### config.mk
export PLATFORM = sky130hd
export DESIGN_NAME = thompson_nfa_from_postfix_unit_flat
export DESIGN_NICKNAME = d
export VERILOG_FILES = /design/src/hw/rtl/tnfa_pkg.sv /design/src/hw/rtl/tnfa_if.sv /design/src/hw/rtl/thompson_nfa_from_postfix_unit.sv /design/src/hw/rtl/tnfa_ram.sv /design/src/hw/rtl/tnfa_fifo.sv /design/src/hw/rtl/tnfa_front.sv /design/src/hw/rtl/tnfa_back.sv /design/src/flat_wrapper.sv
export SDC_FILE = /design/constraint.sdc
export NUM_CORES = 1
export LEC_CHECK = 0
export BUFFER_PORTS_ARGS = -buffer_cell sky130_fd_sc_hd__buf_4
export CORE_MARGIN = 4
export CORE_UTILIZATION = 35
export DETAILED_ROUTE_END_ITERATION = 8
export PLACE_DENSITY = 0.6
export RECOVER_POWER = 50
export SYNTH_ARGS = -nofsm -noshare
export SYNTH_HDL_FRONTEND = slang
export SYNTH_HIERARCHICAL = 1
export SYNTH_SLANG_ARGS = --single-unit
### constraint.sdc
create_clock -name clk_i -period 7.5 [get_ports clk_i]
set_clock_uncertainty 0.1 [all_clocks]
set_input_delay 1.5 -clock clk_i [delete_from_list [all_inputs] [get_ports clk_i]]
set_output_delay 1.5 -clock clk_i [all_outputs]
set_load 0.01 [all_outputs]
### src/hw/rtl/tnfa_pkg.sv
// shared types and constants of the thompson nfa builder
`timescale 1ns / 1ps
package tnfa_pkg;

  localparam int MAX_FRAGMENTS_DEF = 16;
  localparam int STATE_COUNT_DEF   = 256;
  localparam int QUEUE_DEPTH       = 2;

  localparam int CMD_W   = 3;
  localparam int SYM_W   = 8;
  localparam int KIND_W  = 2;
  localparam int STOUT_W = 8;

  typedef enum logic [CMD_W-1:0] {
    CMD_LITERAL = 3'd0,
    CMD_UNION   = 3'd1,
    CMD_CONCAT  = 3'd2,
    CMD_STAR    = 3'd3,
    CMD_END     = 3'd4
  } cmd_e;

  typedef enum logic [KIND_W-1:0] {
    KIND_TRANS  = 2'd0,
    KIND_REPORT = 2'd1,
    KIND_ERROR  = 2'd2
  } kind_e;

  // decoded work handed from the front to the back
  typedef enum logic [2:0] {
    OP_LITERAL,
    OP_UNION,
    OP_CONCAT,
    OP_STAR,
    OP_END,
    OP_ERROR
  } op_e;

  typedef struct packed {
    op_e              op;
    logic             spill;
    logic [SYM_W-1:0] sym;
  } op_ctl_t;

  localparam int CTL_W = $bits(op_ctl_t);

endpackage

### src/hw/rtl/tnfa_if.sv
// valid/ready channels for tokens in and nfa results out
`timescale 1ns / 1ps
interface tnfa_cmd_if;
  import tnfa_pkg::*;

  logic             valid;
  logic             ready;
  logic [CMD_W-1:0] command;
  logic [SYM_W-1:0] symbol;

  modport source (output valid, output command, output symbol, input ready);
  modport sink   (input valid, input command, input symbol, output ready);
endinterface

interface tnfa_res_if;
  import tnfa_pkg::*;

  logic               valid;
  logic               ready;
  logic [KIND_W-1:0]  kind;
  logic [STOUT_W-1:0] from_state;
  logic [STOUT_W-1:0] to_state;
  logic               is_epsilon;
  logic [SYM_W-1:0]   symbol_out;
  logic               last;

  modport source (output valid, output kind, output from_state, output to_state,
                  output is_epsilon, output symbol_out, output last, input ready);
  modport sink   (input valid, input kind, input from_state, input to_state,
                  input is_epsilon, input symbol_out, input last, output ready);
endinterface

### src/hw/rtl/thompson_nfa_from_postfix_unit.sv
// top level of the postfix regex to thompson nfa builder
//
//   channel  dir  payload                                               transaction
//   cmd_i    in   command[2:0] symbol[7:0]                              one token
//   res_o    out  kind[1:0] from_state to_state is_epsilon symbol_out last  one result
//
// literal, end and error tokens give a single result; concatenation reads the stack
// ram before its single result; union and star give four results, one result per
// cycle while the output register is free, through the single output register
// a 2-entry queue sits between classifier and executor so tokens keep coming
// while results stall; the output register holds under backpressure
// reset clears depth, state counter and control; stack entries are undefined
// until pushed, so no clearing pass is needed
`timescale 1ns / 1ps
module thompson_nfa_from_postfix_unit #(
  parameter int MAX_FRAGMENTS = tnfa_pkg::MAX_FRAGMENTS_DEF,
  parameter int STATE_COUNT   = tnfa_pkg::STATE_COUNT_DEF
) (
  input  logic       clk_i,
  input  logic       rst_ni,
  tnfa_cmd_if.sink   cmd_i,
  tnfa_res_if.source res_o
);
  import tnfa_pkg::*;

  localparam int SW = $clog2(STATE_COUNT);
  localparam int IW = $clog2(MAX_FRAGMENTS);
  localparam int QW = CTL_W + SW + IW;

  logic          f_valid, f_ready;
  op_ctl_t       f_ctl;
  logic [SW-1:0] f_s;
  logic [IW-1:0] f_idx;

  logic          q_valid, q_pop;
  logic [QW-1:0] q_data;
  op_ctl_t       q_ctl;
  logic [SW-1:0] q_s;
  logic [IW-1:0] q_idx;

  tnfa_front #(
    .MAX_FRAGMENTS (MAX_FRAGMENTS),
    .STATE_COUNT   (STATE_COUNT)
  ) u_front (
    .clk_i        (clk_i),
    .rst_ni       (rst_ni),
    .cmd_i        (cmd_i),
    .push_valid_o (f_valid),
    .push_ready_i (f_ready),
    .push_ctl_o   (f_ctl),
    .push_s_o     (f_s),
    .push_idx_o   (f_idx)
  );

  tnfa_fifo #(
    .WIDTH (QW),
    .DEPTH (QUEUE_DEPTH)
  ) u_queue (
    .clk_i       (clk_i),
    .rst_ni      (rst_ni),
    .in_valid_i  (f_valid),
    .in_ready_o  (f_ready),
    .in_data_i   ({f_ctl, f_s, f_idx}),
    .out_valid_o (q_valid),
    .out_ready_i (q_pop),
    .out_data_o  (q_data)
  );

  assign q_ctl = op_ctl_t'(q_data[QW-1 -: CTL_W]);
  assign q_s   = q_data[IW +: SW];
  assign q_idx = q_data[IW-1:0];

  tnfa_back #(
    .MAX_FRAGMENTS (MAX_FRAGMENTS),
    .STATE_COUNT   (STATE_COUNT)
  ) u_back (
    .clk_i        (clk_i),
    .rst_ni       (rst_ni),
    .head_valid_i (q_valid),
    .head_pop_o   (q_pop),
    .head_ctl_i   (q_ctl),
    .head_s_i     (q_s),
    .head_idx_i   (q_idx),
    .res_o        (res_o)
  );

  // an accepted token is queued for the executor on the next cycle
  a_token_queued : assert property (@(posedge clk_i) disable iff (!rst_ni)
    cmd_i.valid && cmd_i.ready |=> q_valid)
    else $error("accepted token missing from queue");

  a_error_clean : assert property (@(posedge clk_i) disable iff (!rst_ni)
    res_o.valid && res_o.kind == KIND_ERROR |->
      res_o.last && res_o.from_state == '0 && res_o.to_state == '0 &&
      !res_o.is_epsilon && res_o.symbol_out == '0)
    else $error("error result carries stray fields");

  a_single_result : assert property (@(posedge clk_i) disable iff (!rst_ni)
    res_o.valid && res_o.kind != KIND_TRANS |-> res_o.last && !res_o.is_epsilon)
    else $error("report or error not marked last");

  a_eps_unlabelled : assert property (@(posedge clk_i) disable iff (!rst_ni)
    res_o.valid && res_o.is_epsilon |-> res_o.kind == KIND_TRANS &&
      res_o.symbol_out == '0)
    else $error("epsilon move carries a label");

endmodule

### src/hw/rtl/tnfa_ram.sv
// generic single write port ram with registered read
`timescale 1ns / 1ps
module tnfa_ram #(
  parameter int WIDTH = 8,
  parameter int DEPTH = 16
) (
  input  logic                     clk_i,
  input  logic                     we_i,
  input  logic [$clog2(DEPTH)-1:0] waddr_i,
  input  logic [WIDTH-1:0]         wdata_i,
  input  logic                     re_i,
  input  logic [$clog2(DEPTH)-1:0] raddr_i,
  output logic [WIDTH-1:0]         rdata_o
);

  logic [WIDTH-1:0] mem_q [DEPTH];
  logic [WIDTH-1:0] rdata_q;

  always_ff @(posedge clk_i) begin
    if (we_i) begin
      mem_q[waddr_i] <= wdata_i;
    end
    if (re_i) begin
      rdata_q <= mem_q[raddr_i];
    end
  end

  assign rdata_o = rdata_q;

endmodule

### src/hw/rtl/tnfa_fifo.sv
// small register queue between the classifier and the executor
`timescale 1ns / 1ps
module tnfa_fifo #(
  parameter int WIDTH = 8,
  parameter int DEPTH = 2
) (
  input  logic             clk_i,
  input  logic             rst_ni,
  input  logic             in_valid_i,
  output logic             in_ready_o,
  input  logic [WIDTH-1:0] in_data_i,
  output logic             out_valid_o,
  input  logic             out_ready_i,
  output logic [WIDTH-1:0] out_data_o
);

  localparam int PW = (DEPTH > 1) ? $clog2(DEPTH) : 1;
  localparam int NW = $clog2(DEPTH + 1);

  logic [WIDTH-1:0] mem_q [DEPTH];
  logic [PW-1:0]    wptr_q, rptr_q;
  logic [NW-1:0]    fill_q;
  logic             push, pop;

  assign in_ready_o  = fill_q != NW'(DEPTH);
  assign out_valid_o = fill_q != '0;
  assign out_data_o  = mem_q[rptr_q];
  assign push        = in_valid_i && in_ready_o;
  assign pop         = out_valid_o && out_ready_i;

  function automatic logic [PW-1:0] wrap_inc(input logic [PW-1:0] p);
    return (p == PW'(DEPTH - 1)) ? '0 : PW'(p + 1'b1);
  endfunction

  always_ff @(posedge clk_i or negedge rst_ni) begin
    if (!rst_ni) begin
      wptr_q <= '0;
      rptr_q <= '0;
      fill_q <= '0;
    end else begin
      if (push) begin
        wptr_q <= wrap_inc(wptr_q);
      end
      if (pop) begin
        rptr_q <= wrap_inc(rptr_q);
      end
      if (push && !pop) begin
        fill_q <= NW'(fill_q + 1'b1);
      end else if (pop && !push) begin
        fill_q <= NW'(fill_q - 1'b1);
      end
    end
  end

  always_ff @(posedge clk_i) begin
    if (push) begin
      mem_q[wptr_q] <= in_data_i;
    end
  end

endmodule

### src/hw/rtl/tnfa_front.sv
// token classifier: stack depth and state allocation, error detection
`timescale 1ns / 1ps
module tnfa_front #(
  parameter int MAX_FRAGMENTS = 16,
  parameter int STATE_COUNT   = 256
) (
  input  logic                                 clk_i,
  input  logic                                 rst_ni,
  tnfa_cmd_if.sink                             cmd_i,
  output logic                                 push_valid_o,
  input  logic                                 push_ready_i,
  output tnfa_pkg::op_ctl_t                    push_ctl_o,
  output logic [$clog2(STATE_COUNT)-1:0]       push_s_o,
  output logic [$clog2(MAX_FRAGMENTS)-1:0]     push_idx_o
);
  import tnfa_pkg::*;

  localparam int SW = $clog2(STATE_COUNT);
  localparam int NW = $clog2(STATE_COUNT + 1);
  localparam int IW = $clog2(MAX_FRAGMENTS);
  localparam int CW = $clog2(MAX_FRAGMENTS + 1);

  logic [CW-1:0] count_q, count_d;
  logic [NW-1:0] nfs_q, nfs_d;
  logic          accept, states_ok;
  op_e           op;
  logic [IW-1:0] idx;

  assign accept       = cmd_i.valid && push_ready_i;
  assign cmd_i.ready  = push_ready_i;
  assign push_valid_o = cmd_i.valid;
  assign states_ok    = nfs_q <= NW'(STATE_COUNT - 2);

  always_comb begin
    count_d = count_q;
    nfs_d   = nfs_q;
    op      = OP_ERROR;
    idx     = IW'(count_q - 2'd2);
    unique case (cmd_i.command)
      CMD_LITERAL: begin
        idx = IW'(count_q - 1'b1);
        if (count_q < CW'(MAX_FRAGMENTS) && states_ok) begin
          op      = OP_LITERAL;
          count_d = CW'(count_q + 1'b1);
          nfs_d   = NW'(nfs_q + 2'd2);
        end
      end
      CMD_UNION: begin
        if (count_q >= CW'(2) && states_ok) begin
          op      = OP_UNION;
          count_d = CW'(count_q - 1'b1);
          nfs_d   = NW'(nfs_q + 2'd2);
        end
      end
      CMD_CONCAT: begin
        if (count_q >= CW'(2)) begin
          op      = OP_CONCAT;
          count_d = CW'(count_q - 1'b1);
        end
      end
      CMD_STAR: begin
        if (count_q != '0 && states_ok) begin
          op    = OP_STAR;
          nfs_d = NW'(nfs_q + 2'd2);
        end
      end
      CMD_END: begin
        if (count_q != '0) begin
          op      = OP_END;
          count_d = '0;
          nfs_d   = '0;
        end
      end
      default: begin
        op = OP_ERROR;
      end
    endcase
  end

  assign push_ctl_o.op    = op;
  assign push_ctl_o.spill = count_q != '0;
  assign push_ctl_o.sym   = cmd_i.symbol;
  assign push_s_o         = SW'(nfs_q);
  assign push_idx_o       = idx;

  always_ff @(posedge clk_i or negedge rst_ni) begin
    if (!rst_ni) begin
      count_q <= '0;
      nfs_q   <= '0;
    end else if (accept) begin
      count_q <= count_d;
      nfs_q   <= nfs_d;
    end
  end

endmodule

### src/hw/rtl/tnfa_back.sv
// executor: fragment stack with cached top, result sequencing, output register
`timescale 1ns / 1ps
module tnfa_back #(
  parameter int MAX_FRAGMENTS = 16,
  parameter int STATE_COUNT   = 256
) (
  input  logic                                 clk_i,
  input  logic                                 rst_ni,
  input  logic                                 head_valid_i,
  output logic                                 head_pop_o,
  input  tnfa_pkg::op_ctl_t                    head_ctl_i,
  input  logic [$clog2(STATE_COUNT)-1:0]       head_s_i,
  input  logic [$clog2(MAX_FRAGMENTS)-1:0]     head_idx_i,
  tnfa_res_if.source                           res_o
);
  import tnfa_pkg::*;

  localparam int SW = $clog2(STATE_COUNT);

  // top of stack lives in flops, the rest below it in the ram
  logic [SW-1:0]   top_start_q, top_start_d, top_accept_q, top_accept_d;
  logic [SW-1:0]   b_start_q, b_start_d, b_accept_q, b_accept_d;
  logic [SW-1:0]   s_q, s_d, f_q, head_f;
  op_e             op_q, op_d;
  logic [1:0]      beat_q, beat_d;
  logic            active_q, active_d;

  logic            ram_we, ram_re;
  logic [2*SW-1:0] ram_rdata;
  logic [SW-1:0]   a_start, a_accept;

  logic            slot_free, emit, pop;
  kind_e           e_kind;
  logic [SW-1:0]   e_from, e_to;
  logic            e_eps, e_last;
  logic [SYM_W-1:0] e_sym;

  logic            res_valid_q;
  kind_e           res_kind_q;
  logic [SW-1:0]   res_from_q, res_to_q;
  logic            res_eps_q, res_last_q;
  logic [SYM_W-1:0] res_sym_q;

  tnfa_ram #(
    .WIDTH (2 * SW),
    .DEPTH (MAX_FRAGMENTS)
  ) u_stack (
    .clk_i   (clk_i),
    .we_i    (ram_we),
    .waddr_i (head_idx_i),
    .wdata_i ({top_start_q, top_accept_q}),
    .re_i    (ram_re),
    .raddr_i (head_idx_i),
    .rdata_o (ram_rdata)
  );

  assign a_start   = ram_rdata[2*SW-1:SW];
  assign a_accept  = ram_rdata[SW-1:0];
  assign f_q       = SW'(s_q + 1'b1);
  assign head_f    = SW'(head_s_i + 1'b1);
  assign slot_free = !res_valid_q || res_o.ready;
  assign head_pop_o = pop;

  always_comb begin
    emit         = 1'b0;
    pop          = 1'b0;
    e_kind       = KIND_TRANS;
    e_from       = '0;
    e_to         = '0;
    e_eps        = 1'b0;
    e_sym        = '0;
    e_last       = 1'b0;
    ram_we       = 1'b0;
    ram_re       = 1'b0;
    active_d     = active_q;
    beat_d       = beat_q;
    op_d         = op_q;
    s_d          = s_q;
    b_start_d    = b_start_q;
    b_accept_d   = b_accept_q;
    top_start_d  = top_start_q;
    top_accept_d = top_accept_q;
    if (slot_free) begin
      if (active_q) begin
        emit  = 1'b1;
        e_eps = 1'b1;
        unique case (op_q)
          OP_UNION: begin
            unique case (beat_q)
              2'd1: begin e_from = s_q; e_to = a_start; end
              2'd2: begin e_from = b_accept_q; e_to = f_q; end
              default: begin e_from = a_accept; e_to = f_q; e_last = 1'b1; end
            endcase
          end
          OP_STAR: begin
            unique case (beat_q)
              2'd1: begin e_from = s_q; e_to = f_q; end
              2'd2: begin e_from = b_accept_q; e_to = b_start_q; end
              default: begin e_from = b_accept_q; e_to = f_q; e_last = 1'b1; end
            endcase
          end
          default: begin
            // concatenation: lower fragment arrives from the ram
            e_from      = a_accept;
            e_to        = b_start_q;
            e_last      = 1'b1;
            top_start_d = a_start;
          end
        endcase
        beat_d = beat_q + 1'b1;
        if (e_last) begin
          active_d = 1'b0;
        end
      end else if (head_valid_i) begin
        pop  = 1'b1;
        op_d = head_ctl_i.op;
        s_d  = head_s_i;
        unique case (head_ctl_i.op)
          OP_LITERAL: begin
            emit         = 1'b1;
            e_from       = head_s_i;
            e_to         = head_f;
            e_sym        = head_ctl_i.sym;
            e_last       = 1'b1;
            ram_we       = head_ctl_i.spill;
            top_start_d  = head_s_i;
            top_accept_d = head_f;
          end
          OP_UNION, OP_STAR: begin
            emit         = 1'b1;
            e_from       = head_s_i;
            e_to         = top_start_q;
            e_eps        = 1'b1;
            ram_re       = head_ctl_i.op == OP_UNION;
            b_start_d    = top_start_q;
            b_accept_d   = top_accept_q;
            top_start_d  = head_s_i;
            top_accept_d = head_f;
            active_d     = 1'b1;
            beat_d       = 2'd1;
          end
          OP_CONCAT: begin
            ram_re    = 1'b1;
            b_start_d = top_start_q;
            active_d  = 1'b1;
            beat_d    = 2'd0;
          end
          OP_END: begin
            emit   = 1'b1;
            e_kind = KIND_REPORT;
            e_from = top_start_q;
            e_to   = top_accept_q;
            e_last = 1'b1;
          end
          default: begin
            emit   = 1'b1;
            e_kind = KIND_ERROR;
            e_last = 1'b1;
          end
        endcase
      end
    end
  end

  always_ff @(posedge clk_i or negedge rst_ni) begin
    if (!rst_ni) begin
      active_q    <= 1'b0;
      beat_q      <= '0;
      op_q        <= OP_ERROR;
      res_valid_q <= 1'b0;
    end else begin
      active_q <= active_d;
      beat_q   <= beat_d;
      op_q     <= op_d;
      if (emit) begin
        res_valid_q <= 1'b1;
      end else if (res_o.ready) begin
        res_valid_q <= 1'b0;
      end
    end
  end

  always_ff @(posedge clk_i) begin
    s_q          <= s_d;
    b_start_q    <= b_start_d;
    b_accept_q   <= b_accept_d;
    top_start_q  <= top_start_d;
    top_accept_q <= top_accept_d;
    if (emit) begin
      res_kind_q <= e_kind;
      res_from_q <= e_from;
      res_to_q   <= e_to;
      res_eps_q  <= e_eps;
      res_sym_q  <= e_sym;
      res_last_q <= e_last;
    end
  end

  assign res_o.valid      = res_valid_q;
  assign res_o.kind       = res_kind_q;
  assign res_o.from_state = STOUT_W'(res_from_q);
  assign res_o.to_state   = STOUT_W'(res_to_q);
  assign res_o.is_epsilon = res_eps_q;
  assign res_o.symbol_out = res_sym_q;
  assign res_o.last       = res_last_q;

endmodule
### src/flat_wrapper.sv
// flat-port wrapper written by rule: the top's interface ports become plain ports
module thompson_nfa_from_postfix_unit_flat import tnfa_pkg::*;
#(
  parameter int MAX_FRAGMENTS = tnfa_pkg::MAX_FRAGMENTS_DEF,
  parameter int STATE_COUNT   = tnfa_pkg::STATE_COUNT_DEF
)
  (clk_i, rst_ni, cmd_i_valid, cmd_i_command, cmd_i_symbol, cmd_i_ready, res_o_valid, res_o_kind, res_o_from_state, res_o_to_state, res_o_is_epsilon, res_o_symbol_out, res_o_last, res_o_ready);
  tnfa_cmd_if cmd_i_i ();
  tnfa_res_if res_o_i ();
  input  logic clk_i;
  input  logic rst_ni;
  input wire logic [$bits(cmd_i_i.valid)-1:0] cmd_i_valid;
  input wire logic [$bits(cmd_i_i.command)-1:0] cmd_i_command;
  input wire logic [$bits(cmd_i_i.symbol)-1:0] cmd_i_symbol;
  output wire logic [$bits(cmd_i_i.ready)-1:0] cmd_i_ready;
  output wire logic [$bits(res_o_i.valid)-1:0] res_o_valid;
  output wire logic [$bits(res_o_i.kind)-1:0] res_o_kind;
  output wire logic [$bits(res_o_i.from_state)-1:0] res_o_from_state;
  output wire logic [$bits(res_o_i.to_state)-1:0] res_o_to_state;
  output wire logic [$bits(res_o_i.is_epsilon)-1:0] res_o_is_epsilon;
  output wire logic [$bits(res_o_i.symbol_out)-1:0] res_o_symbol_out;
  output wire logic [$bits(res_o_i.last)-1:0] res_o_last;
  input wire logic [$bits(res_o_i.ready)-1:0] res_o_ready;
  assign cmd_i_i.valid = cmd_i_valid;
  assign cmd_i_i.command = cmd_i_command;
  assign cmd_i_i.symbol = cmd_i_symbol;
  assign cmd_i_ready = cmd_i_i.ready;
  assign res_o_valid = res_o_i.valid;
  assign res_o_kind = res_o_i.kind;
  assign res_o_from_state = res_o_i.from_state;
  assign res_o_to_state = res_o_i.to_state;
  assign res_o_is_epsilon = res_o_i.is_epsilon;
  assign res_o_symbol_out = res_o_i.symbol_out;
  assign res_o_last = res_o_i.last;
  assign res_o_i.ready = res_o_ready;
  thompson_nfa_from_postfix_unit #(.MAX_FRAGMENTS(MAX_FRAGMENTS), .STATE_COUNT(STATE_COUNT)) u_core (.clk_i(clk_i), .rst_ni(rst_ni), .cmd_i(cmd_i_i), .res_o(res_o_i));
endmodule
==> flow_summary.ini, run 1 <==
[power]
ir_drop_uv = 162
leakagePower_nw = 6.50
power.density_mw_per_mm2 = 409

[logic_synthesis]
syn_avg_cell_area_um2 = 17.4
synth_largest_area_cell = edfxtp_1
synth_xor_area_share_pct = 1.10
synthesis.area_mm2 = 0.0173
synth_cell_types = 75
synth-seq-area-share_pct = 70.8
synthAdderAreaFrac_pct = 1.01
synth_top_family_by_area = multiplexers
synth-edff-count = 388
synth_async_sr_flop_share_pct = 5.83
synthMuxAreaShare_pct = 11.3
syn_nets = 1025
synth_compound_area_share_pct = 6.93
syn_inst = 996
synth_simple_gate_area_share_pct = 5.85
synth-seq-cells = 412
synth_top_area_share_pct = 67.3
ys.warnings.count = 6
yosysMostFrequentCell = edfxtp_1
synth.area.top_cells = edfxtp_1, mux4_2, dfrtp_1, a22oi_1, mux2_4
synth_ff_type = edfxtp_1
synth_common_cells = edfxtp_1, nand2_1, mux4_2

[die]
rows = 81
io_pins = 45
core_area_mm2 = 0.0490
fp.dieW_um = 230
start_util_pct = 35.4
die_y_um = 230
die-area_mm2 = 0.0531

[worst_setup_path]
r2r-start = u_core/u_queue/rptr_q
end_kind = register
crit_type = reg2reg
crit_start = u_core/u_queue/rptr_q
cp.arrival_ps = 4760
crit_fanout = 44
r2r_end = u_core/u_back/u_stack/rdata_o[13]
reg2reg_slack_ps = 2900
crit_path_start_kind = register
endpoint = u_core/u_back/u_stack/rdata_o[13]
reg2regPathDepth = 6
crit_required_ps = 7670

[drt]
final_antenna_net_count = 0
via_per_inst = 5.33
via_count = 9276
drc = 0
wl_per_cell_um = 22.3
dr.pass1.iters = 6
drt-total-wl_um = 38800
drt_iter0_drc = 953

[timing]
tightest_slew_ps = 1610
hold_viol_final = 0
max_freq_mhz = 217
setup_viol = 0
setup_tns_ps = 0
fin_crit_sh_pct = 61.3
rsz0062_at_grt = no
maxSlewViolCount = 25
max-slew-margin-rel_pct = -7.50
min_period_ps = 4600

[final_layout]
seq_area_mm2 = 0.0123
nFillCells = 4414
utilization_pct = 39.9
area_delta_synth_final_pct = 12.7
diodes = 0
nets = 1072
stdcell_count = 1741
multi_input_area_mm2 = 0.00450
drive_above_1_share_pct = 20.8

[global_route]
grt_pass1_vias = 9214
grt_max_degree = 45
grt.total_usage_pct = 14.4
grt.overflow.total = 0
grt_first_pass_wirelength_um = 58400
antenna_found_initial = 0

[placed_design]
io_buffers = 44
dp.cells = 1662
dp_hpwl_um = 24600
globalplace.congestion = 0.839

[cts]
clk_pin_slew_worst_paths_ps = 60
hold_buffers = 0
cts_buffers = 42
cts_root_buf = clkbuf_16
clkLatencyLatePin_ps = 540
cts_resized = 0
tritoncts = built
clock-sinks = 412
h-tree-depth = 2
cts_buffer_depth = 3
post_cts_buffers = 0

[outcome]
status = finished, violations left
violations = capacitance limit, slew limit

[min_path]
hold_class = reg2reg

[flow_run]
maxCapViolCount = 2
-- cell families after synthesis --
logic type                 Yosys count
xor gates and xnor gates            20
adders and majority gates           14
other                                1
AOI/OAI and AO/OA                  160
and+or+nand+nor                    200
DFF                                412
buffers and inverters               88
muxes                              101
-- metal layers --
| metal | global-route usage [%] | part of all wire, % | routed length (um) |
|---|---|---|---|
| met4 | 3.31 | 1.9 | 725 |
| met3 | 3.55 | 8.4 | 3270 |
| met5 | 0 | 0 | 0 |
| met2 | 22.8 | 48 | 18500 |
| met1 | 20.2 | 42 | 16300 |
-- flip-flops by register name (all words and copies together) (netlist names), 3 cells and up --
signal	flops
u_core/u_back/b_accept_q	8
u_core/u_back/b_start_q	8
u_core/u_back/op_q	3
u_core/u_back/res_o.from_state	8
u_core/u_back/res_o.symbol_out	8
u_core/u_back/res_o.to_state	8
u_core/u_back/s_q	8
u_core/u_back/top_accept_q	8
u_core/u_back/top_start_q	8
u_core/u_back/u_stack/mem_q	256
u_core/u_back/u_stack/rdata_o	16
u_core/u_front/count_q	5
u_core/u_front/nfs_q	8
u_core/u_queue/mem_q	48
-- worst min-delay path by stage --
stage / from / endpoint / slack (ps) / cells past startpoint
floorplan: u_core/u_back/op_q[2] / u_core/u_back/op_q[2] / 340 / 2
global placement: u_core/u_back/op_q[2] / u_core/u_back/op_q[2] / 360 / 2
detailed placement: u_core/u_back/op_q[0] / u_core/u_back/op_q[0] / 360 / 2
CTS: u_core/u_back/op_q[2] / u_core/u_back/op_q[2] / 370 / 2
global route: u_core/u_back/op_q[0] / u_core/u_back/op_q[0] / 400 / 2
finish: u_core/u_back/op_q[2] / u_core/u_back/op_q[2] / 370 / 2
-- final cells by class --
type	instances	area share, %
multi-input combinational	496	23.1
sequential	412	62.8
clock inverter	30	1.35
inverter	23	0.442
tap	664	4.26
clock buffer	48	5.61
timing repair buffer	68	2.48
-- worst max-delay path, stage by stage (launching register included) --
cell and delay [ps]:
dfrtp_1 450, clkbuf_1 1120, mux2_4 700, buf_4 760
mux4_2 610, a22oi_1 370, nand2_1 140
-- metrics by stage --
stage / hold slack, ps / total power [mW] / instance area (um2) / setup slack [ps]
after global routing: 399 / 8.35 / 19500 / 2440
final: 367 / 7.97 / 19500 / 2900
after detailed placement: 362 / 5.99 / 18200 / 2510
after floorplan: 344 / 5.13 / 17300 / 2940
after global placement: 360 / 5.96 / 18200 / 2590
after CTS: 371 / 8.05 / 19600 / 3060
-- cells in the final DEF, fill, tap and decap left out, types with 4 or more instances in the layout --
cell type and instances:
a21oi_1 16, a221oi_1 13, a222oi_1 5, a22oi_1 44
a31oi_1 6, and2_1 5, and3_1 17, buf_4 53
bufinv_16 4, clkbuf_1 13, clkbuf_16 43, clkbuf_4 6
clkinv_1 14, clkinv_2 7, dfrtp_1 22, edfxtp_1 388
ha_1 14, inv_1 22, mux2_1 9, mux2_2 9
mux2_4 14, mux2i_1 5, mux4_1 10, mux4_2 54
nand2_1 60, nand2b_1 14, nand3_1 21, nor2_1 45
nor2b_1 7, nor3_1 7, nor3_2 5, o21ai_0 18
o22ai_1 13, o31ai_2 4, o41ai_1 5, xnor2_1 10
xor2_1 10
-- power breakdown --
group / internal, mW / switching, mW
logic: 0.931 / 1.46
registers: 3.13 / 0.392
clock network: 1.19 / 0.862
No activity file was read; power rests on OpenSTA's default activity.
==> run 2: changes to the inputs <==
- ABC_AREA: unset -> 1
- PLACE_DENSITY: 0.6 -> 0.61
- clock period: 7.5 -> 4.1 ns (I/O delays scaled with it)
==> run 2 against run 1 <==
The flow still finishes with violations (capacitance limit, slew limit). Setup slack got worse by 2300 ps. Final area up 9.0%. Total power rose by 110%. Clock power is 90% higher. Non-clock buffer count rose by 12. Combinational power increased by 140%. First-iteration DRC count up 29%. Sequential power up 95%. Maximum frequency rose by 30%.
==> flow_summary.ini, run 2 <==
[timing]
setup_viol = 0
rsz0062_at_grt = no
max-slew-margin-rel_pct = -1.88
tightest_slew_ps = 1530
min_period_ps = 3540
maxSlewViolCount = 25
setup_tns_ps = 0
max_freq_mhz = 282
hold_viol_final = 0
fin_crit_sh_pct = 86.4

[cts]
cts_buffer_depth = 3
clock-sinks = 412
post_cts_buffers = 0
clk_pin_slew_worst_paths_ps = 60
cts_buffers = 42
hold_buffers = 0
tritoncts = built
cts_resized = 0
clkLatencyLatePin_ps = 560
cts_root_buf = clkbuf_16
h-tree-depth = 2

[power]
ir_drop_uv = 386
power.density_mw_per_mm2 = 772
leakagePower_nw = 9.01

[placed_design]
dp.cells = 2596
dp_hpwl_um = 30700
postPlaceCellArea_mm2 = 0.0200
globalplace.congestion = 0.906
io_buffers = 44

[die]
fp.dieW_um = 241
start_util_pct = 35.3
rows = 85
die-area_mm2 = 0.0580
io_pins = 45
core_area_mm2 = 0.0537
die_y_um = 241

[final_layout]
seq_area_mm2 = 0.0123
area_delta_synth_final_pct = 12.2
nets = 1973
final_common_cell = nand2_1
diodes = 0
drive_above_1_share_pct = 9.21
largest_reg_flops = 256
stdcell_count = 2672
nFillCells = 5184
fin_area_mm2 = 0.0213
final_cell_mix = nand2_1, edfxtp_1, inv_1
multi_input_area_mm2 = 0.00503
utilization_pct = 39.6
largest_register = u_core/u_back/u_stack/mem_q

[outcome]
status = finished, violations left
violations = capacitance limit, slew limit

[worst_setup_path]
crit_type = reg2reg
max_stage_delay_ps = 630
reg2regPathDepth = 10
crit_path_start_kind = register
end_kind = register
cp_slowest_cell = dfrtp_1
cp_common_cell = inv_1
crit_required_ps = 4260
crit_chain = inv_1, nand2_1, inv_1, nand2_1, inv_1, nand2_2, nor2_1, nand3b_1, nor2_2, buf_4
cp.arrival_ps = 3700
crit_fanout = 25

[logic_synthesis]
synthesis.area_mm2 = 0.0190
ys.warnings.count = 6
synth_ff_type = edfxtp_1
synth.area.top_cells = edfxtp_1, nand2_1, nand3_1, inv_1, dfrtp_1
yosysMostFrequentCell = nand2_1
synth-seq-cells = 412
synth-edff-count = 388
syn_inst = 1905
synth_largest_area_cell = edfxtp_1
synth_async_sr_flop_share_pct = 5.83
synth_top_area_share_pct = 61.4
synth-seq-area-share_pct = 64.6
synth_common_cells = nand2_1, edfxtp_1, inv_1
synth_cell_types = 45
syn_nets = 1934
syn_avg_cell_area_um2 = 9.95

[global_route]
grt_pass1_vias = 12400
grt.overflow.total = 0
grt.total_usage_pct = 15.8
antenna_found_initial = 0
grt_first_pass_wirelength_um = 71000
grt_max_degree = 132

[min_path]
hold_class = in2reg
min_path_cells = 1

[drt]
dr.pass1.iters = 5
drt-total-wl_um = 46300
via_per_inst = 4.89
final_antenna_net_count = 0
wl_per_cell_um = 17.3
drt_iter0_drc = 1229
via_count = 13100
drc = 0

[flow_run]
maxCapViolCount = 1
[run 2: cell types whose count changed after synthesis, moves of 33 or more]
cell,before,now
a22oi_1,44,0
inv_1,22,284
mux4_2,54,0
nand2_1,60,637
nand3_1,20,246
o21ai_0,18,51
[run 2: cell families after synthesis]
family / count (synthesis) / share of synthesized area [%]
other cells: 1 / 0.0198
simple gates: 993 / 22.3
fa+ha+maj: 14 / 0.924
buf+inv: 388 / 9.07
compound gates: 87 / 2.53
flops: 412 / 64.6
xor+xnor: 10 / 0.501
[run 2: critical path: cells and delay by family, from the launching register on]
kind	cells	cell delay, ps
AND/OR/NAND/NOR	6	1650
flip-flops	1	630
buffers and inverters	4	860
[run 2: worst paths after layout]
path / startpoint / slack (ps) / end
worst max-delay path: u_core/u_back/active_q / 560 / u_core/u_back/u_stack/mem_q[5][0]
worst min-delay path: cmd_i_symbol[6] / 370 / u_core/u_queue/mem_q[1][18]
worst max register to register: u_core/u_back/active_q / 560 / u_core/u_back/u_stack/mem_q[5][0]
worst min register to register: u_core/u_front/nfs_q[8] / 420 / u_core/u_front/nfs_q[8]
max in group asynchronous: rst_ni / 2470 / u_core/u_front/nfs_q[7]
min in group asynchronous: rst_ni / 520 / u_core/u_back/beat_q[1]
[run 2: per-layer routing]
metal	up-vias	track usage (%)	share of wire [%]
li1	6252	-	-
met1	6268	20.8	42
met2	461	26.6	49
met3	88	2.86	6.5
met4	0	5.53	3.1
met5	-	0	0
[run 2: power breakdown]
group / switching (mW) / internal, mW / total (mW)
Sequential: 0.937 / 5.93 / 6.87
Combinational: 4.02 / 1.62 / 5.64
Clock: 1.55 / 2.36 / 3.91
[run 2: stage by stage]
| step | setup WS, ps | total power [mW] | hold slack [ps] |
|---|---|---|---|
| after floorplan | 993 | 10.5 | 375 |
| after global routing | 301 | 17.4 | 357 |
| after CTS | 684 | 16.6 | 62.4 |
| after detailed placement | 636 | 12.7 | 408 |
| final | 558 | 16.4 | 372 |
| after global placement | 703 | 12.5 | 392 |
[run 2: layout make-up]
| cell class | count | area share, % |
|---|---|---|
| Sequential cell | 412 | 57.6 |
| Inverter | 303 | 5.39 |
| Clock inverter | 25 | 1.37 |
| Timing Repair Buffer | 80 | 2.69 |
| Tap cell | 696 | 4.09 |
| Multi-Input combinational cell | 1105 | 23.7 |
| Clock buffer | 51 | 5.20 |
==> run 3: changes to the inputs <==
- RECOVER_POWER: 50 -> 25
==> run 3 against run 2 <==
The run still ends with capacitance limit, slew limit left. Flip-flop and latch count stayed put. Total power is 0.40% higher. Worst hold slack better by 1.6 ps. Final cell count stayed put. Register-to-register slack better by 20 ps. Global-route usage stayed put. Core utilization is 0.16 points higher. Count of clock-buffer cells in the layout stayed put. Wire length is 0.12% lower.
==> flow_summary.ini, run 3 (synthesis gave the netlist of run 2 again) <==
[outcome]
status = finished, violations left
violations = capacitance limit, slew limit

[timing]
tightest_slew_ps = 1500
max-slew-margin-rel_pct = -0.269
max_freq_mhz = 284
setup_viol = 0
fin_crit_sh_pct = 85.8
rsz0062_at_grt = no
maxSlewViolCount = 24
min_period_ps = 3520
setup_tns_ps = 0
hold_viol_final = 0
fin_ws_ps = 581

[final_layout]
drive_above_1_share_pct = 10.5
largest_register = u_core/u_back/u_stack/mem_q
utilization_pct = 39.8
diodes = 0
largest_reg_flops = 256
final_cell_mix = nand2_1, edfxtp_1, inv_1
fin_area_mm2 = 0.0214
final_common_cell = nand2_1
area_delta_synth_final_pct = 12.6
nets = 1973

[cts]
clock-sinks = 412
hold_buffers = 0
cts_resized = 0
post_cts_buffers = 0
h-tree-depth = 2
tritoncts = built
clk_pin_slew_worst_paths_ps = 60
cts_buffer_depth = 3
clkLatencyLatePin_ps = 560
cts_buffers = 42
cts_root_buf = clkbuf_16

[placed_design]
postPlaceCellArea_mm2 = 0.0200
place_ws_ps = 636
dp_hpwl_um = 30700
globalplace.congestion = 0.906
io_buffers = 44

[power]
power_mw = 16.5
power.density_mw_per_mm2 = 772
ir_drop_uv = 385
leakagePower_nw = 9.08

[drt]
final_antenna_net_count = 0
met2_length_um = 22600
dr.pass1.iters = 6
top_layer = met4
drt_iter0_drc = 1201
drc = 0
wl_per_cell_um = 17.3
drt-total-wl_um = 46300
via_per_inst = 4.90
dr_wl_met3_um = 3040
via_count = 13100
drt-met1-wl_um = 19100

[worst_setup_path]
cp_common_cell = nand2_1
crit_path_start_kind = register
cp_top_family = simple AND/OR/NAND/NOR gates
crit_chain = clkbuf_1, nand2_1, nand2_1, nor2_4, nand2_2, nor2_1, nand3b_1, nor2_2, buf_4
max_stage_delay_ps = 460
cp_slowest_cell = dfrtp_1
crit_type = reg2reg
crit_required_ps = 4260
crit_fanout = 14
end_kind = register
cp.arrival_ps = 3680
timing.critical_path.buf_inv = 2

[global_route]
grt.total_usage_pct = 15.8
grt_pass1_vias = 12400
grt.overflow.total = 0
grt_first_pass_wirelength_um = 71000
antenna_found_initial = 0
grt_max_degree = 132

[min_path]
hold_class = in2reg

[die]
rows = 85
die-area_mm2 = 0.0580
die_y_um = 241
io_pins = 45
start_util_pct = 35.3
core_area_mm2 = 0.0537
fp.dieW_um = 241

[flow_run]
maxCapViolCount = 1
## run 3: changes by cell type in the layout (fill, tap and decap cells not counted), sizes merged
cell,previous run,this run
clkbuf,79,62
buf,52,69
## run 3: area by class of cell
cell class,count,area (um2)
well taps,696,871
flip-flops and latches,412,12300
repair buffers,80,637
clock inverters,25,292
inverters,303,1150
fillers,5162,32300
multi-input cells,1105,5060
clock buffers,51,1110
## run 3: report_power, final
group | total, mW | leakage [nW] | internal, mW | switching, mW
registers | 6.87 | 3.86 | 5.93 | 0.936
logic | 5.71 | 4.53 | 1.68 | 4.02
clock network | 3.91 | 0.686 | 2.36 | 1.55
total | 16.5 | 9.08 | 9.97 | 6.51
## run 3: final timing paths
path	from	endpoint	slack, ps	cells after the start
min in group asynchronous	rst_ni	u_core/u_back/beat_q[1]	520	1
setup / recovery	u_core/u_queue/rptr_q	u_core/u_back/u_stack/mem_q[5][0]	580	9
hold reg to reg	u_core/u_front/nfs_q[8]	u_core/u_front/nfs_q[8]	410	2
hold / removal	cmd_i_symbol[6]	u_core/u_queue/mem_q[1][18]	370	1
max in group asynchronous	rst_ni	u_core/u_front/nfs_q[7]	2490	1
setup reg to reg	u_core/u_queue/rptr_q	u_core/u_back/u_stack/mem_q[5][0]	580	9
## run 3: per-stage QoR
stage / std cells / hold WS [ps]
4_1_cts: 2672 / 62.4
6_report: 2672 / 373
3_5_place_dp: 2596 / 408
5_1_grt: 2672 / 357
3_3_place_gp: 2596 / 392
2_1_floorplan: 1905 / 375
## run 3: per-layer routing
| metal | global-route usage [%] | vias to the layer above |
|---|---|---|
| li1 | - | 6254 |
| met1 | 20.8 | 6282 |
| met2 | 26.6 | 463 |
| met3 | 2.86 | 93 |
| met4 | 5.53 | 0 |
| met5 | 0 | - |
